===== src/rtl/adsr_pkg.sv =====
// ----------------------------------------------------------------------------
// ADSR envelope generator package
// Shared widths, codes and types for the envelope generator and its divider.
// ----------------------------------------------------------------------------
`default_nettype none

package adsr_pkg;

  localparam int MAX_STEP_DEF  = 16;
  localparam int FRAC_BITS_DEF = 32;

  localparam int LEVEL_W    = 17;
  localparam int PHASE_W    = 3;
  localparam int CMD_W      = 2;
  localparam int STEP_IN_W  = 5;
  localparam int TIME_W     = 20;
  localparam int CFG_IDX_W  = 2;
  localparam int CFG_DATA_W = 20;

  localparam logic [LEVEL_W-1:0] LEVEL_FULL = 17'h10000;

  localparam logic [CMD_W-1:0] CMD_TICK     = 2'd0;
  localparam logic [CMD_W-1:0] CMD_NOTE_ON  = 2'd1;
  localparam logic [CMD_W-1:0] CMD_NOTE_OFF = 2'd2;

  localparam logic [PHASE_W-1:0] PH_IDLE    = 3'd0;
  localparam logic [PHASE_W-1:0] PH_ATTACK  = 3'd1;
  localparam logic [PHASE_W-1:0] PH_DECAY   = 3'd2;
  localparam logic [PHASE_W-1:0] PH_SUSTAIN = 3'd3;
  localparam logic [PHASE_W-1:0] PH_RELEASE = 3'd4;

  localparam logic [CFG_IDX_W-1:0] CFG_ATTACK  = 2'd0;
  localparam logic [CFG_IDX_W-1:0] CFG_DECAY   = 2'd1;
  localparam logic [CFG_IDX_W-1:0] CFG_SUSTAIN = 2'd2;
  localparam logic [CFG_IDX_W-1:0] CFG_RELEASE = 2'd3;

  localparam logic [TIME_W-1:0]  RST_ATTACK  = 20'd480;
  localparam logic [TIME_W-1:0]  RST_DECAY   = 20'd9600;
  localparam logic [LEVEL_W-1:0] RST_SUSTAIN = 17'd45875;
  localparam logic [TIME_W-1:0]  RST_RELEASE = 20'd9600;

  typedef struct packed {
    logic busy;
    logic done;
  } div_stat_t;

endpackage

`default_nettype wire


===== src/rtl/adsr_intf.sv =====
// ----------------------------------------------------------------------------
// ADSR envelope generator channels
// Valid/ready channels for commands, results and register writes.
// ----------------------------------------------------------------------------
`default_nettype none

interface adsr_in_if;
  logic                             valid;
  logic                             ready;
  logic [adsr_pkg::CMD_W-1:0]       command;
  logic [adsr_pkg::STEP_IN_W-1:0]   step_count;

  modport source (output valid, output command, output step_count, input ready);
  modport sink (input valid, input command, input step_count, output ready);
endinterface

interface adsr_out_if;
  logic                           valid;
  logic                           ready;
  logic [adsr_pkg::LEVEL_W-1:0]   level;
  logic [adsr_pkg::PHASE_W-1:0]   phase_now;

  modport source (output valid, output level, output phase_now, input ready);
  modport sink (input valid, input level, input phase_now, output ready);
endinterface

interface adsr_cfg_if;
  logic                              valid;
  logic                              ready;
  logic [adsr_pkg::CFG_IDX_W-1:0]    index;
  logic [adsr_pkg::CFG_DATA_W-1:0]   data;

  modport source (output valid, output index, output data, input ready);
  modport sink (input valid, input index, input data, output ready);
endinterface

`default_nettype wire


===== src/rtl/adsr_div.sv =====
// ----------------------------------------------------------------------------
// ADSR slope divider
// Restoring divider, one quotient bit per cycle, rounding the quotient up.
// ----------------------------------------------------------------------------
`default_nettype none

module adsr_div #(
  parameter int NUM_W = 49,
  parameter int DEN_W = 20
) (
  input  wire logic               clk,
  input  wire logic               rst_n,
  input  wire logic               start,
  input  wire logic [NUM_W-1:0]   num,
  input  wire logic [DEN_W-1:0]   den,
  output logic      [NUM_W-1:0]   quo,
  output adsr_pkg::div_stat_t     stat
);

  localparam int CNT_W = $clog2(NUM_W + 1);

  logic             run_r, run_nxt;
  logic             round_r, round_nxt;
  logic             done_r, done_nxt;
  logic [CNT_W-1:0] cnt_r, cnt_nxt;
  logic [NUM_W-1:0] num_r, num_nxt;
  logic [DEN_W-1:0] rem_r, rem_nxt;
  logic [DEN_W-1:0] den_r, den_nxt;
  logic [NUM_W-1:0] quo_r, quo_nxt;
  logic [DEN_W:0]   trial;
  logic             ge;

  assign trial = {rem_r, num_r[NUM_W-1]};
  assign ge    = (trial >= {1'b0, den_r});

  always_comb begin
    run_nxt   = run_r;
    round_nxt = 1'b0;
    done_nxt  = 1'b0;
    cnt_nxt   = cnt_r;
    num_nxt   = num_r;
    rem_nxt   = rem_r;
    den_nxt   = den_r;
    quo_nxt   = quo_r;
    if (start) begin
      run_nxt = 1'b1;
      cnt_nxt = CNT_W'(NUM_W);
      num_nxt = num;
      rem_nxt = '0;
      den_nxt = (den == '0) ? DEN_W'(1) : den;
    end else if (run_r) begin
      num_nxt = {num_r[NUM_W-2:0], ge};
      rem_nxt = ge ? DEN_W'(trial - {1'b0, den_r}) : DEN_W'(trial);
      cnt_nxt = cnt_r - CNT_W'(1);
      if (cnt_r == CNT_W'(1)) begin
        run_nxt   = 1'b0;
        round_nxt = 1'b1;
      end
    end else if (round_r) begin
      quo_nxt  = num_r + NUM_W'(rem_r != '0);
      done_nxt = 1'b1;
    end
  end

  always_ff @(posedge clk) begin
    if (!rst_n) begin
      run_r   <= 1'b0;
      round_r <= 1'b0;
      done_r  <= 1'b0;
      cnt_r   <= '0;
    end else begin
      run_r   <= run_nxt;
      round_r <= round_nxt;
      done_r  <= done_nxt;
      cnt_r   <= cnt_nxt;
    end
    num_r <= num_nxt;
    rem_r <= rem_nxt;
    den_r <= den_nxt;
    quo_r <= quo_nxt;
  end

  assign quo       = quo_r;
  assign stat.busy = run_r | round_r;
  assign stat.done = done_r;

endmodule

`default_nettype wire


===== src/rtl/adsr_envelope_generator_core.sv =====
// ----------------------------------------------------------------------------
// Linear ADSR envelope generator
// Attack, decay, sustain and release of one envelope level in fixed point.
// ----------------------------------------------------------------------------
// Commands arrive on in_chan (tick, note on, note off) and each one yields
// exactly one word on out_chan with the level after the command (65536 is
// full scale) and the current phase. Register writes on cfg_chan are always
// taken and should only be made while the block is idle.
// For a tick, the slope times step product is registered at acceptance,
// then the S_TICK state does the clamp and stage update and S_DONE loads
// the output register. A note off while idle and an unused command code go
// straight to S_DONE.
// A note on and a note off outside the idle phase recompute the slope on
// the serial divider, one quotient bit per cycle, and S_DONE follows once
// the divider is done. A tick that ends the attack also waits for the
// divider, which then computes the decay slope.
// The block takes one command at a time; in_chan is ready again once the
// result word is in the output register, even while out_chan is stalled.
// A stalled out_chan holds the finished word and the next result waits.
// After reset the level is zero, the phase is idle and the registers hold
// their default times and sustain level.
// ----------------------------------------------------------------------------
`default_nettype none

module adsr_envelope_generator_core #(
  parameter int MAX_STEP  = adsr_pkg::MAX_STEP_DEF,
  parameter int FRAC_BITS = adsr_pkg::FRAC_BITS_DEF
) (
  input wire logic  clk,
  input wire logic  rst_n,
  adsr_in_if.sink   in_chan,
  adsr_out_if.source out_chan,
  adsr_cfg_if.sink  cfg_chan
);

  localparam int ACC_W   = adsr_pkg::LEVEL_W + FRAC_BITS;
  localparam int STEP_W  = $clog2(MAX_STEP + 1);
  localparam int CMP_W   = (STEP_W > adsr_pkg::STEP_IN_W) ? STEP_W : adsr_pkg::STEP_IN_W;
  localparam int DELTA_W = ACC_W + STEP_W;
  localparam logic [ACC_W-1:0] FULL_ACC = {1'b1, {(ACC_W-1){1'b0}}};

  localparam logic [1:0] S_IDLE = 2'd0;
  localparam logic [1:0] S_TICK = 2'd1;
  localparam logic [1:0] S_DIV  = 2'd2;
  localparam logic [1:0] S_DONE = 2'd3;

  logic [1:0]                       state_r, state_nxt;
  logic [adsr_pkg::PHASE_W-1:0]     stage_r, stage_nxt;
  logic [ACC_W-1:0]                 level_r, level_nxt;
  logic [ACC_W-1:0]                 slope_r, slope_nxt;
  logic [DELTA_W-1:0]               delta_r, delta_nxt;
  logic                             out_valid_r, out_valid_nxt;
  logic [adsr_pkg::LEVEL_W-1:0]     out_level_r, out_level_nxt;
  logic [adsr_pkg::PHASE_W-1:0]     out_phase_r, out_phase_nxt;
  logic [adsr_pkg::TIME_W-1:0]      attack_r, decay_r, release_r;
  logic [adsr_pkg::LEVEL_W-1:0]     sustain_r;

  logic                             accept;
  logic [CMP_W-1:0]                 n_wide;
  logic [STEP_W-1:0]                n_sat;
  logic [adsr_pkg::LEVEL_W-1:0]     sus_clamp;
  logic [ACC_W-1:0]                 sus_acc;
  logic [ACC_W-1:0]                 head_room;
  logic [ACC_W-1:0]                 above_sus;
  logic                             div_start;
  logic [ACC_W-1:0]                 div_num;
  logic [adsr_pkg::TIME_W-1:0]      div_den;
  logic [ACC_W-1:0]                 div_quo;
  adsr_pkg::div_stat_t              div_stat;

  assign accept        = in_chan.valid && in_chan.ready;
  assign in_chan.ready = (state_r == S_IDLE);
  assign cfg_chan.ready = 1'b1;

  assign n_wide    = CMP_W'(in_chan.step_count);
  assign n_sat     = (n_wide > CMP_W'(MAX_STEP)) ? STEP_W'(MAX_STEP) : STEP_W'(n_wide);
  assign sus_clamp = (sustain_r > adsr_pkg::LEVEL_FULL) ? adsr_pkg::LEVEL_FULL : sustain_r;
  assign sus_acc   = {sus_clamp, {FRAC_BITS{1'b0}}};
  assign head_room = FULL_ACC - level_r;
  assign above_sus = level_r - sus_acc;

  adsr_div #(
    .NUM_W (ACC_W),
    .DEN_W (adsr_pkg::TIME_W)
  ) u_div (
    .clk   (clk),
    .rst_n (rst_n),
    .start (div_start),
    .num   (div_num),
    .den   (div_den),
    .quo   (div_quo),
    .stat  (div_stat)
  );

  always_comb begin
    state_nxt     = state_r;
    stage_nxt     = stage_r;
    level_nxt     = level_r;
    slope_nxt     = slope_r;
    delta_nxt     = delta_r;
    out_valid_nxt = out_valid_r && !out_chan.ready;
    out_level_nxt = out_level_r;
    out_phase_nxt = out_phase_r;
    div_start     = 1'b0;
    div_num       = FULL_ACC;
    div_den       = attack_r;
    unique case (state_r)
      S_IDLE: begin
        if (accept) begin
          unique case (in_chan.command)
            adsr_pkg::CMD_TICK: begin
              delta_nxt = DELTA_W'(slope_r) * DELTA_W'(n_sat);
              state_nxt = S_TICK;
            end
            adsr_pkg::CMD_NOTE_ON: begin
              level_nxt = '0;
              stage_nxt = adsr_pkg::PH_ATTACK;
              div_start = 1'b1;
              div_num   = FULL_ACC;
              div_den   = attack_r;
              state_nxt = S_DIV;
            end
            adsr_pkg::CMD_NOTE_OFF: begin
              if (stage_r != adsr_pkg::PH_IDLE) begin
                stage_nxt = adsr_pkg::PH_RELEASE;
                div_start = 1'b1;
                div_num   = level_r;
                div_den   = release_r;
                state_nxt = S_DIV;
              end else begin
                state_nxt = S_DONE;
              end
            end
            default: begin
              state_nxt = S_DONE;
            end
          endcase
        end
      end
      S_TICK: begin
        state_nxt = S_DONE;
        unique case (stage_r)
          adsr_pkg::PH_ATTACK: begin
            if (delta_r >= DELTA_W'(head_room)) begin
              level_nxt = FULL_ACC;
              stage_nxt = adsr_pkg::PH_DECAY;
              div_start = 1'b1;
              div_num   = FULL_ACC - sus_acc;
              div_den   = decay_r;
              state_nxt = S_DIV;
            end else begin
              level_nxt = level_r + delta_r[ACC_W-1:0];
            end
          end
          adsr_pkg::PH_DECAY: begin
            if ((level_r <= sus_acc) || (delta_r >= DELTA_W'(above_sus))) begin
              level_nxt = sus_acc;
              stage_nxt = adsr_pkg::PH_SUSTAIN;
              slope_nxt = '0;
            end else begin
              level_nxt = level_r - delta_r[ACC_W-1:0];
            end
          end
          adsr_pkg::PH_RELEASE: begin
            if (delta_r >= DELTA_W'(level_r)) begin
              level_nxt = '0;
              stage_nxt = adsr_pkg::PH_IDLE;
              slope_nxt = '0;
            end else begin
              level_nxt = level_r - delta_r[ACC_W-1:0];
            end
          end
          default: begin
          end
        endcase
      end
      S_DIV: begin
        if (div_stat.done) begin
          slope_nxt = div_quo;
          state_nxt = S_DONE;
        end
      end
      S_DONE: begin
        if (!out_valid_r || out_chan.ready) begin
          out_valid_nxt = 1'b1;
          out_level_nxt = level_r[ACC_W-1 -: adsr_pkg::LEVEL_W];
          out_phase_nxt = stage_r;
          state_nxt     = S_IDLE;
        end
      end
      default: begin
        state_nxt = S_IDLE;
      end
    endcase
  end

  always_ff @(posedge clk) begin
    if (!rst_n) begin
      state_r     <= S_IDLE;
      stage_r     <= adsr_pkg::PH_IDLE;
      level_r     <= '0;
      slope_r     <= '0;
      out_valid_r <= 1'b0;
    end else begin
      state_r     <= state_nxt;
      stage_r     <= stage_nxt;
      level_r     <= level_nxt;
      slope_r     <= slope_nxt;
      out_valid_r <= out_valid_nxt;
    end
    delta_r     <= delta_nxt;
    out_level_r <= out_level_nxt;
    out_phase_r <= out_phase_nxt;
  end

  always_ff @(posedge clk) begin
    if (!rst_n) begin
      attack_r  <= adsr_pkg::RST_ATTACK;
      decay_r   <= adsr_pkg::RST_DECAY;
      sustain_r <= adsr_pkg::RST_SUSTAIN;
      release_r <= adsr_pkg::RST_RELEASE;
    end else if (cfg_chan.valid && cfg_chan.ready) begin
      unique case (cfg_chan.index)
        adsr_pkg::CFG_ATTACK:  attack_r  <= cfg_chan.data[adsr_pkg::TIME_W-1:0];
        adsr_pkg::CFG_DECAY:   decay_r   <= cfg_chan.data[adsr_pkg::TIME_W-1:0];
        adsr_pkg::CFG_SUSTAIN: sustain_r <= cfg_chan.data[adsr_pkg::LEVEL_W-1:0];
        adsr_pkg::CFG_RELEASE: release_r <= cfg_chan.data[adsr_pkg::TIME_W-1:0];
        default: begin
        end
      endcase
    end
  end

  assign out_chan.valid     = out_valid_r;
  assign out_chan.level     = out_level_r;
  assign out_chan.phase_now = out_phase_r;

`ifndef SYNTHESIS
  a_level_in_range: assert property (@(posedge clk) disable iff (!rst_n)
    level_r <= FULL_ACC)
    else $error("Envelope level is above full scale.");

  a_idle_is_silent: assert property (@(posedge clk) disable iff (!rst_n)
    (stage_r == adsr_pkg::PH_IDLE) |-> (level_r == '0))
    else $error("Idle phase with a nonzero level.");

  a_sustain_flat: assert property (@(posedge clk) disable iff (!rst_n)
    (stage_r == adsr_pkg::PH_SUSTAIN) |-> (slope_r == '0))
    else $error("Sustain phase with a nonzero slope.");

  a_div_start_free: assert property (@(posedge clk) disable iff (!rst_n)
    div_start |-> !div_stat.busy)
    else $error("Divider started while busy.");

  a_div_done_waited: assert property (@(posedge clk) disable iff (!rst_n)
    div_stat.done |-> (state_r == S_DIV))
    else $error("Divider finished outside of the slope wait.");

  a_one_at_a_time: assert property (@(posedge clk) disable iff (!rst_n)
    accept |=> !in_chan.ready)
    else $error("Command taken while the previous one is in progress.");
`endif

endmodule

`default_nettype wire

===== src/flat_wrapper.sv =====
// flat-port wrapper written by rule: the top's interface ports become plain ports
module adsr_envelope_generator_core_flat 
#(
  parameter int MAX_STEP  = adsr_pkg::MAX_STEP_DEF,
  parameter int FRAC_BITS = adsr_pkg::FRAC_BITS_DEF
)
  (clk, rst_n, in_chan_valid, in_chan_command, in_chan_step_count, in_chan_ready, out_chan_valid, out_chan_level, out_chan_phase_now, out_chan_ready, cfg_chan_valid, cfg_chan_index, cfg_chan_data, cfg_chan_ready);
  adsr_in_if in_chan_i ();
  adsr_out_if out_chan_i ();
  adsr_cfg_if cfg_chan_i ();
  input wire logic clk;
  input wire logic rst_n;
  input wire logic [$bits(in_chan_i.valid)-1:0] in_chan_valid;
  input wire logic [$bits(in_chan_i.command)-1:0] in_chan_command;
  input wire logic [$bits(in_chan_i.step_count)-1:0] in_chan_step_count;
  output wire logic [$bits(in_chan_i.ready)-1:0] in_chan_ready;
  output wire logic [$bits(out_chan_i.valid)-1:0] out_chan_valid;
  output wire logic [$bits(out_chan_i.level)-1:0] out_chan_level;
  output wire logic [$bits(out_chan_i.phase_now)-1:0] out_chan_phase_now;
  input wire logic [$bits(out_chan_i.ready)-1:0] out_chan_ready;
  input wire logic [$bits(cfg_chan_i.valid)-1:0] cfg_chan_valid;
  input wire logic [$bits(cfg_chan_i.index)-1:0] cfg_chan_index;
  input wire logic [$bits(cfg_chan_i.data)-1:0] cfg_chan_data;
  output wire logic [$bits(cfg_chan_i.ready)-1:0] cfg_chan_ready;
  assign in_chan_i.valid = in_chan_valid;
  assign in_chan_i.command = in_chan_command;
  assign in_chan_i.step_count = in_chan_step_count;
  assign in_chan_ready = in_chan_i.ready;
  assign out_chan_valid = out_chan_i.valid;
  assign out_chan_level = out_chan_i.level;
  assign out_chan_phase_now = out_chan_i.phase_now;
  assign out_chan_i.ready = out_chan_ready;
  assign cfg_chan_i.valid = cfg_chan_valid;
  assign cfg_chan_i.index = cfg_chan_index;
  assign cfg_chan_i.data = cfg_chan_data;
  assign cfg_chan_ready = cfg_chan_i.ready;
  adsr_envelope_generator_core #(.MAX_STEP(MAX_STEP), .FRAC_BITS(FRAC_BITS)) u_core (.clk(clk), .rst_n(rst_n), .in_chan(in_chan_i), .out_chan(out_chan_i), .cfg_chan(cfg_chan_i));
endmodule

===== config.mk =====
export PLATFORM = sky130hd
export DESIGN_NAME = adsr_envelope_generator_core_flat
export DESIGN_NICKNAME = d
export VERILOG_FILES = /design/src/rtl/adsr_pkg.sv /design/src/rtl/adsr_intf.sv /design/src/rtl/adsr_div.sv /design/src/rtl/adsr_envelope_generator_core.sv /design/src/flat_wrapper.sv
export SDC_FILE = /design/constraint.sdc
export NUM_CORES = 2
export LEC_CHECK = 0
export BUFFER_PORTS_ARGS = -buffer_cell sky130_fd_sc_hd__buf_4
export CAP_MARGIN = 10
export CORE_MARGIN = 4
export CORE_UTILIZATION = 45
export CTS_CLUSTER_SIZE = 40
export DETAILED_ROUTE_END_ITERATION = 16
export PLACE_DENSITY = 0.72
export SYNTH_ARGS = -nofsm -noshare
export SYNTH_HDL_FRONTEND = slang
export SYNTH_HIERARCHICAL = 1
export SYNTH_SLANG_ARGS = --single-unit

===== constraint.sdc =====
create_clock -name clk -period 7.55 [get_ports clk]
set_input_delay 1.8875 -clock clk [delete_from_list [all_inputs] [get_ports clk]]
set_output_delay 1.8875 -clock clk [all_outputs]
set_load 0.02 [all_outputs]

; After elaboration in Yosys (flattened, before gate mapping)
; Cells that the tools add are included.
[totals]
ram_bits = 0
romBits = 0
elab_cells = 152
in_bits = 34
n_memories = 0
ff_bits = 402
latch_bits = 0
out_inout_bits = 23
[op_classes]
n_bitwise = 3
mux = 60
eq_ne = 23
shift = 0
reduce_logical = 29
multipliers = 1
n_lt_le_gt_ge = 7
add_sub_neg = 8
n_div = 0
[ops]
columns = op, count
row1 = $mux 49, 15
row2 = $pmux 49 s2, 4
row3 = $ge 54x49->1, 3
row4 = $pmux 49 s3, 1
row5 = $mux 20, 6
row6 = $sub 49x49->49, 2
row7 = $sub 49x49->49 const A, 2
row8 = $mul 49x5->54, 1
row9 = $add 49x1->49, 1
row10 = $add 49x49->49, 1
row11 = $le 49x49->1, 1
row12 = $pmux 20 s2, 1
row13 = $ge 21x20->1, 1
row14 = $logic_not 20->1, 1
row15 = $reduce_bool 20->1, 1
row16 = $sub 20x20->20, 1
row17 = $gt 17x17->1 const B, 1
row18 = $mux 17, 1
row19 = $mux 3, 5
row20 = $mux 1, 13
row21 = $mux 6, 2
row22 = $ne 3x2->1 const B, 4
row23 = $pmux 3 s2, 2
row24 = $eq 2x2->1 const B, 5
row25 = 31 further kinds, 56

; Logic depth before layout (Yosys ltp)
[logic_depth]
depth_word = 8
ltp_mapped = 34
depth_no_buf = 31

; Hierarchy
; Netlist, hierarchy kept.
[modules_own_cells]
columns = module, n_inst, cells_per_inst, area_each_um2, seq_area_each_um2
row1 = adsr_envelope_generator_core, 1, 3410, 26925.8, 5845.6
row2 = adsr_div, 1, 641, 7532.2, 4124.0

; Least setup slack after synthesis
; No wires, ideal clock.
[synth_timing]
kind = flip-flop to flip-flop
start = register u_core.level_r[1]
end = register u_core.u_div.num_r[0] (enable)
n_path_buf = 3
path_slack_ns = -0.765
path_stages_with_launch = 25
required_time_ns = 7.147
arrival_time_ns = 7.912
period_less_slack_ns = 8.315
setup_ns = 0.403
path_cell_list = dfxtp_1 > inv_1 > ha_1 > nor2b_1 > nand2_1 > or4_1 > clkbuf_1 > or3_1 > or3_1 > nand2b_1 > nor4_1 > xnor2_1 > ha_1 > nand4_1 > nor4bb_1 > nand4_1 > a221oi_1 > a211oi_1 > o31ai_1 > nand2_1 > o21ai_0 > clkbuf_1 > clkbuf_1 > nor2_1 > inv_1
[synth_via]
elab_chain_cells = 6
[synth_rtl]
columns = item, line_no
row1 = from (decl), adsr_envelope_generator_core.sv:49  ; logic [ACC_W-1:0] level_r, level_nxt;
row2 = from (signal assigned), adsr_envelope_generator_core.sv:207  ; level_r <= level_nxt;
row3 = $sub 49x49->49, adsr_envelope_generator_core.sv:79  ; assign head_room = FULL_ACC - level_r;
row4 = $ge 54x49->1, adsr_envelope_generator_core.sv:144  ; if (delta_r >= DELTA_W'(head_room)) begin
row5 = $mux 1, adsr_envelope_generator_core.sv:144
row6 = $mux 1, adsr_envelope_generator_core.sv:142  ; unique case (stage_r)
row7 = $pmux 1 s2, adsr_envelope_generator_core.sv:107  ; unique case (state_r)
row8 = net u_core.div_start, adsr_envelope_generator_core.sv:65  ; logic div_start;
row9 = $reduce_bool 2->1 (no source line), n/a
row10 = to (signal assigned), adsr_div.sv:77  ; num_r <= num_nxt;
row11 = to (decl), adsr_div.sv:26  ; logic [NUM_W-1:0] num_r, num_nxt;
; The timed path passes the listed nets, and every way through them passes these cells.
; A chain may end at the register's enable or synchronous reset.

; Final worst setup path
[layout_timing]
start = register u_core.level_r[1]
end = register u_core.u_div.den_r[0] (data pin)
[layout_via]
elab_chain_cells = 6
[layout_rtl]
columns = item, line_no
row1 = $sub 49x49->49, adsr_envelope_generator_core.sv:79
row2 = $ge 54x49->1, adsr_envelope_generator_core.sv:144
row3 = $mux 20, adsr_envelope_generator_core.sv:144
row4 = $mux 20, adsr_envelope_generator_core.sv:142
row5 = $pmux 20 s2, adsr_envelope_generator_core.sv:107
row6 = net u_core.div_den (one bit), adsr_envelope_generator_core.sv:67  ; logic [adsr_pkg::TIME_W-1:0] div_den;
row7 = $logic_not 20->1, adsr_div.sv:50  ; den_nxt = (den == '0) ? DEN_W'(1) : den;
row8 = to (signal assigned), adsr_div.sv:79  ; den_r <= den_nxt;
row9 = to (decl), adsr_div.sv:28  ; logic [DEN_W-1:0] den_r, den_nxt;
; The timed path passes the listed nets, and every way through them passes these cells.

==> results.yml <==
run_status:
  status: "finished clean"
synth:
  synth.net_count: 4553
  syn_inst: 4050
  yosysWarnings: 6
  syn_avg_cell_area_um2: 8.51
  syn_area_mm2: 0.0345
critical_path:
  cp.required_ns: 7.98
  rr_startpoint: "u_core/level_r[1]"
  crit_fanout: 20
  crit_path_start_kind: "flip-flop"
  r2r_end: "u_core/u_div/den_r[0]"
  crit_start: "u_core/level_r[1]"
  crit_path_end: "u_core/u_div/den_r[0]"
  reg2reg_slack_ns: 0.27
  r2r_cells: 27
  critical_path_class: "flip-flop to flip-flop"
  worstPathArrival_ns: 7.71
  end_kind: "flip-flop"
place:
  dp_hpwl_um: 74700
  place.gp.congestion: 0.964
  placed_area_mm2: 0.0358
  io_buffers: 55
die:
  core_area_mm2: 0.0759
  die_area_mm2: 0.0811
  io_pins: 57
  die_y_um: 285
  initial_core_util: 0.454
  rows: 101
  chipWidth_um: 285
global_route:
  grt_pass1_wl_um: 159000
  grt_usage: 0.240
  grt_max_degree: 91
  antenna_found_initial: 4
  gr-total-overflow: 0
  first_global_vias: 28727
cts:
  cts_sinks: 402
  htreeDepth: 2
  cts_tree: "built"
  clk_path_buf_depth: 3
  clk_pin_slew_ns: 0.06
  numCtsBuffers: 46
  clock_latency_ns: 0.63
  root_buffer: "clkbuf_16"
layout:
  nFillCells: 7055
  n_antenna_cell: 0
  syn2layout_area_growth_pct: 8.72
  post_route_cells_drive_above_1_share: 0.0749
  finalInstanceArea_mm2: 0.0375
  register_area_mm2: 0.00997
  multi_input_area_mm2: 0.0225
  nets: 4499
sta:
  hold_viol: 0
  relSlewSlack: 0.269
  min_period_ns: 7.28
  max_freq_mhz: 137
  finClkSkew_ns: 0.0431
  whs_ns: 0.458
  worst-slew-pin-transition_ns: 1.10
  period_share: 0.964
  rsz0062_at_grt: "false"
  setup_viol: 0
  drv_slew: 0
power:
  p_total_mw: 8.91
  ir_worst_vdd_uv: 226
  p_leak_nw: 16.1
  power_density_mw_per_mm2: 238
drt:
  met1_length_um: 45700
  wl_met3_um: 8980
  route.top_layer_used: "met5"
  wl_met2_um: 42100
  drtIter0Drc: 3459
  routed_wl_um: 99900
  via_per_inst: 5.92
  drc: 0
  post_drt_wl_per_cell_um: 19.7
  drt_pre_antenna_iters: 6
  ant_nets: 0
  vias: 29955
hold_path:
  hold_class: "flip-flop to flip-flop"
run:
  cap_violations: 0
-- through the flow --
step	cells	util	setup TNS (ns)	setup slack, ns
after global placement	4976	0.472	-0.0992	-0.0992
after global routing	5063	0.493	0	0.0279
after floorplan	4050	-	0	0.326
final	5063	0.493	0	0.268
after detailed placement	4976	0.472	-0.175	-0.144
after CTS	5061	0.493	0	0.0277
-- final cells by class --
class / instances / share of cell area
multi-input combinational: 3094 / 0.600
clock inverter: 24 / 0.00762
clock buffer: 61 / 0.0347
inverter: 341 / 0.0343
tap: 1030 / 0.0344
timing repair buffer: 111 / 0.0232
sequential: 402 / 0.266
-- worst min-delay path by stage --
stage	slack [ns]	from	depth (start not counted)	to
2_1_floorplan	0.41	u_core/stage_r[0]	0	u_core/out_chan.phase_now[0]
3_3_place_gp	0.44	u_core/release_r[1]	2	u_core/release_r[1]
3_5_place_dp	0.45	u_core/release_r[19]	2	u_core/release_r[19]
4_1_cts	0.45	u_core/release_r[19]	2	u_core/release_r[19]
5_1_grt	0.47	u_core/release_r[19]	2	u_core/release_r[19]
6_report	0.46	u_core/release_r[14]	2	u_core/release_r[14]
-- power by group --
part | internal (mW) | leakage [nW] | switching (mW) | total, mW
Sequential | 2.62 | 3.48 | 0.331 | 2.95
Combinational | 1.36 | 11.9 | 2.25 | 3.60
Clock | 1.34 | 0.771 | 1.02 | 2.36
-- routing by layer --
metal / up-vias / global-route usage
met5: - / 0
met4: 4 / 0.0757
met3: 178 / 0.0417
met2: 1326 / 0.359
met1: 14385 / 0.353
li1: 14062 / -
-- cells in the final DEF (no fill, tap or decap), types with 33 or more instances in the layout --
cell / count
a211oi_1: 33
a21o_1: 70
a21oi_1: 343
and2_1: 120
buf_4: 108
clkbuf_16: 48
dfxtp_1: 210
edfxtp_1: 192
fa_1: 145
ha_1: 323
inv_1: 338
mux2_2: 48
nand2_1: 550
nand2b_1: 36
nand3_1: 148
nand4_1: 51
nor2_1: 238
nor3_1: 88
nor4_1: 36
o21ai_0: 124
xnor2_1: 158
xor2_1: 58
-- worst max-delay path, cell delays in order (launching register included) --
cell      delay, ns
dfxtp_1        0.40
inv_1          0.18
ha_1           0.23
nor2b_1        0.18
nand2_1        0.12
or4_1          0.47
or3_1          0.46
or3_1          0.44
nand2b_1       0.19
nor4_1         0.28
xnor2_1        0.12
ha_1           0.33
nand4_1        0.22
nor4bb_4       0.40
nand4_1        0.15
a221oi_2       0.27
a211oi_2       0.20
o31ai_2        0.36
nand2_1        0.15
buf_4          0.18
nand2_1        0.12
o21ai_1        0.08
buf_4          0.24
a222oi_1       0.34
inv_1          0.12
nor4_1         0.40
nand4_1        0.18
o41ai_1        0.28
-- repair_timing --
action | 4_1_cts | 5_1_grt
setup buffers | 0 | 2
resized for setup | 1 | 4
endpoints found under the hold margin | 0 | 0
setup endpoints to repair | 1 | 175
hold buffers | 0 | 0
pin swaps | 0 | 3
-- sequential cells by signal (all words and copies together), names as in the netlist --
name / cells
u_core/out_chan.level: 17
u_core/u_div/run_r: 1
u_core/u_div/den_r: 20
u_core/out_chan.phase_now: 3
u_core/u_div/quo: 49
u_core/stage_r: 3
u_core/level_r: 49
u_core/u_div/rem_r: 20
u_core/decay_r: 20
u_core/delta_r: 54
u_core/slope_r: 49
u_core/u_div/num_r: 49
u_core/u_div/cnt_r: 6
u_core/state_r: 2
u_core/attack_r: 20
u_core/u_div/done_r: 1
u_core/sustain_r: 17
u_core/release_r: 20
u_core/out_chan.valid: 1
u_core/u_div/round_r: 1
(Power assumes the default switching activity.)
